<file path="config.mk">
export PLATFORM = sky130hd
export DESIGN_NAME = rflt_ctrl
export DESIGN_NICKNAME = d
export VERILOG_FILES = /design/src/hw/rtl/rflt_pkg.sv /design/src/hw/rtl/rflt_ctrl.sv
export SDC_FILE = /design/constraint.sdc
export NUM_CORES = 1
export LEC_CHECK = 0
export BUFFER_PORTS_ARGS = -buffer_cell sky130_fd_sc_hd__buf_2
export CAP_MARGIN = 15
export CORE_AREA = 2 2 39 41
export CTS_CLUSTER_DIAMETER = 120
export CTS_CLUSTER_SIZE = 16
export DETAILED_ROUTE_END_ITERATION = 10
export DIE_AREA = 0 0 41 43
export GPL_ROUTABILITY_DRIVEN = 1
export PLACE_DENSITY = 0.39
export SYNTH_ARGS = -nofsm -noshare
export SYNTH_HDL_FRONTEND = slang
export SYNTH_SLANG_ARGS = --single-unit
</file>
<file path="constraint.sdc">
create_clock -name clk -period 1.23 [get_ports clk]
set_clock_uncertainty 0.1 [all_clocks]
set_input_delay 0.0615 -clock clk [delete_from_list [all_inputs] [get_ports clk]]
set_output_delay 0.0615 -clock clk [all_outputs]
set_load 0.005 [all_outputs]
</file>
<file path="src/hw/rtl/rflt_pkg.sv">
`default_nettype none
// ----------------------------------------------------------------------------
// rflt_pkg: shared types and constants of the recent flow table
// Request and result payloads, controller commands and datapath status.
// ----------------------------------------------------------------------------
package rflt_pkg;

  localparam int unsigned FLOW_W = 32;
  localparam int unsigned MAXE_W = 7;
  localparam int unsigned POS_W  = 6;
  localparam int unsigned OCC_W  = 7;

  // request mode codes
  localparam logic MODE_LOOKUP = 1'b0;
  localparam logic MODE_INSERT = 1'b1;

  typedef struct packed {
    logic              mode;
    logic [FLOW_W-1:0] flow_id;
  } rflt_req_t;

  typedef struct packed {
    logic             found;
    logic [POS_W-1:0] position;
    logic [OCC_W-1:0] occupancy;
  } rflt_rsp_t;

  typedef struct packed {
    logic load_req;
    logic match;
    logic shift_append;
    logic append;
    logic drop_oldest;
    logic emit;
  } rflt_cmd_t;

  typedef struct packed {
    logic hit;
    logic ins_en;
    logic full;
    logic over_cap;
    logic out_free;
  } rflt_sts_t;

endpackage
`default_nettype wire

</file>
<file path="src/hw/rtl/rflt_ctrl.sv">
`default_nettype none
// ----------------------------------------------------------------------------
// rflt_ctrl: sequencer of the recent flow table
// Steps one request through match, update, trim and result hand-off.
// ----------------------------------------------------------------------------
module rflt_ctrl
  import rflt_pkg::*;
(
  input  logic      clk,
  input  logic      rst_n,
  input  logic      in_valid,
  output logic      in_stall,
  input  rflt_sts_t sts,
  output rflt_cmd_t cmd
);

  typedef enum logic [2:0] {
    S_IDLE,
    S_MATCH,
    S_UPDATE,
    S_TRIM,
    S_FINISH
  } state_t;

  state_t state_r;
  logic   in_stall_r;

  assign in_stall = in_stall_r;

  always_comb begin
    cmd = '0;
    unique case (state_r)
      S_IDLE:   cmd.load_req = in_valid;
      S_MATCH:  cmd.match = 1'b1;
      S_UPDATE: begin
        if (sts.ins_en) begin
          cmd.shift_append = sts.hit || sts.full;
          cmd.append       = !(sts.hit || sts.full);
        end
      end
      S_TRIM:   cmd.drop_oldest = sts.ins_en && sts.over_cap;
      S_FINISH: cmd.emit = sts.out_free;
      default:  cmd = '0;
    endcase
  end

  always_ff @(posedge clk) begin
    if (!rst_n) begin
      state_r    <= S_IDLE;
      in_stall_r <= 1'b0;
    end else begin
      unique case (state_r)
        S_IDLE: begin
          if (in_valid) begin
            state_r    <= S_MATCH;
            in_stall_r <= 1'b1;
          end
        end
        S_MATCH:  state_r <= S_UPDATE;
        S_UPDATE: state_r <= S_TRIM;
        S_TRIM:   state_r <= S_FINISH;
        S_FINISH: begin
          if (sts.out_free) begin
            state_r    <= S_IDLE;
            in_stall_r <= 1'b0;
          end
        end
        default: begin
          state_r    <= S_IDLE;
          in_stall_r <= 1'b0;
        end
      endcase
    end
  end

endmodule
`default_nettype wire

</file>
==> run metrics <==
status=complete, but fails checks; violated checks=negative setup slack; gr usage total=8.84%; final worst slack=-0.0513 ns; Placement Cell Area=317 um2; gp weighted congestion=0.685; Synthesized Nets=35; clk sinks=4; Starting Density=16.9%; Worst-Margin Slew=0.247 ns; DR WL met3=64 um; router iterations before antenna repair=1; CTS clock-pin slew for the worst setup and hold paths=0.04 ns; Area growth syn-to-layout=76.5%; Pwr Total=441 uW; count of final setup violators=2; ANT cells=0; num rows=14; core box area=1380 um2; CTS H-Tree Depth=1; vias in the first global route=244; Reg power frac=36.7%; initial antenna violation count=0; Remaining DRCs=0; maximum vdd drop=511 uV; wire per inst=10.8 um; P_int=320 uW; final cycle utilization of the critical path=104%; cells along the critical path=nand3b_1, nor4_2, buf_2; largest net degree at the start of global routing=8; Clock Latency Late Sink=0.24 ns; Chip Width=41 um; FF-to-FF setup slack=0.04 ns; Final nets=58; Vias=278; switching pwr=121 uW; fraction of layout instances using a drive strength above 1=60.4%; port buffer count=14; total grt overflow=0; hpwl dp=468 um; CP max stage delay=0.35 ns; launch point of the worst path=state_r[2]; P_leak=0.189 nW; slew margin rel.=83.3%; Routed WL=692 um; Syn. warnings=0; #FFs+latches synth=4; worst r2r src=state_r[1]; first-pass GRT wire length=972 um; Die ar.=1760 um2; Distinct cells, synth=15; critical path required time=1.07 ns; Max-Cap Viols=0; final hold violation count=0; Hold Crit Class=input pin to flop; Num CTS Buffers=3; R2R depth=2; Power per Cell Area=1070 nW/um2; vias per cell=4.34; RSZ-0062 raised after global routing=yes; CTS tree=built; post-route ant nets=0; CP arrival=1.12 ns; CP top delay family=simple AND/OR/NAND/NOR gates; fin area=413 um2; switching share of power=27.4%; fill count=161; Startpoint Class=flop; Critical path buffers and inverters=1; drt initial violations=0; most common cell after layout, fill and taps aside=buf_2; Met1 Routed Length=315 um; Synth Instances=27; crit-path max FO=5; Die Ht=43 um; Slew Viols, Final=0; Period minus WS final=1.28 ns; critical path's slowest cell=dfxtp_4; # IOs=15; mapped cell area=234 um2; most frequent cells in the layout=buf_2 (14), nor2_1 (4), clkbuf_4 (3), buf_4 (3), dfxtp_4 (3); critical path depth=3; reg-to-reg critical path endpoint=state_r[2]; Root Buffer Master=clkbuf_4; CP Class=flop to output pin; syn avg cell area=8.67 um2; power share of the combinational group=25.7%; Critical Path Sink Type=output pin; register area share after synthesis=34.2%; Detail Route met2 WL=281 um; clock share of power=37.6%; clk buf depth=2; max layer used=met4; Worst Setup EP=cmd[2]; Max Clock Freq=780 MHz
## worst reg2reg max path, stage by stage, from the launching register on
cell,delay [ns]
dfxtp_4,0.36
or4b_1,0.52
a21boi_1,0.15
## worst min-delay path by stage
stage / slack [ns] / from / depth (start not counted) / to
floorplan: 0.06 / sts[4] / 1 / cmd[2]
global placement: 0.23 / rst_n / 2 / in_stall
detailed placement: 0.22 / rst_n / 2 / in_stall
CTS: 0.01 / in_valid / 3 / state_r[0]
global route: 0.03 / in_valid / 3 / state_r[0]
finish: 0.007 / in_valid / 3 / state_r[0]
## per-layer routing
layer	vias up	GRT usage, %
li1	139	-
met1	120	10.3
met2	15	10.9
met3	4	1.57
met4	0	12.0
met5	-	0
## repair_timing
| item | 4_1_cts | 5_1_grt |
|---|---|---|
| pin swaps | 1 | 1 |
| setup endpoints to repair | 5 | 6 |
| buffers inserted | 1 | 2 |
| hold buffers | 1 | 0 |
| gates resized for setup | 8 | 4 |
| endpoints found under the hold margin | 2 | 0 |
## stage by stage
stage | std cells | TNS (ns) | utilization [%] | setup slack (ns) | hold WS, ns
2_1_floorplan | 27 | 0 | - | 0.0226 | 0.0571
3_3_place_gp | 57 | 0 | 22.9 | 0.0508 | 0.226
3_5_place_dp | 57 | 0 | 22.9 | 0.0190 | 0.218
4_1_cts | 62 | -0.0797 | 27.8 | -0.0450 | 0.00998
5_1_grt | 64 | -0.276 | 29.8 | -0.131 | 0.0338
6_report | 64 | -0.0728 | 29.8 | -0.0513 | 0.00669
## Yosys cell counts, drive strengths merged
cell type  instances  area share (%)
nor4b              2             7.5
nor3b              1             3.2
nor4               1             2.7
nor2b              1             2.7
nor3               3             6.4
buf                2             9.6
o31a               1             3.7
nor2               4             6.4
a21boi             1             3.2
nand2b             1             2.7
or4b               1             4.3
nand3b             2             6.4
xnor2              1             3.7
nand2              2             3.2
dfxtp              4              34
## power groups by stage
| stage | combinational [mW] | sequential [mW] | clock (mW) |
|---|---|---|---|
| after floorplan | 0.0653 | 0.153 | 0 |
| after global placement | 0.0896 | 0.162 | 0 |
| after detailed placement | 0.0886 | 0.162 | 0 |
| after CTS | 0.101 | 0.162 | 0.174 |
| after global routing | 0.124 | 0.164 | 0.187 |
| final | 0.113 | 0.162 | 0.166 |
## final cells by class
class | count | area (um2) | share of cell area, %
clock buffer | 3 | 22.5 | 5.45
sequential | 4 | 91.3 | 22.1
timing repair buffer | 20 | 125 | 30.3
tap | 16 | 20.0 | 4.85
multi-input combinational | 21 | 154 | 37.3
## cell families (layout without fill, tap and decap cells)
logic type | after synthesis | count (layout) | share of synthesized area, %
XOR/XNOR | 1 | 1 | 3.74
buffers and inverters | 2 | 23 | 9.62
flip-flops | 4 | 4 | 34.2
AO/OA/AOI/OAI | 2 | 2 | 6.95
AND/OR/NAND/NOR | 18 | 18 | 45.5
## sequential cells by signal, summed over array words and instances (netlist names)
name / flops
in_stall: 1
state_r: 3
No activity file was read; power rests on OpenSTA's default activity.
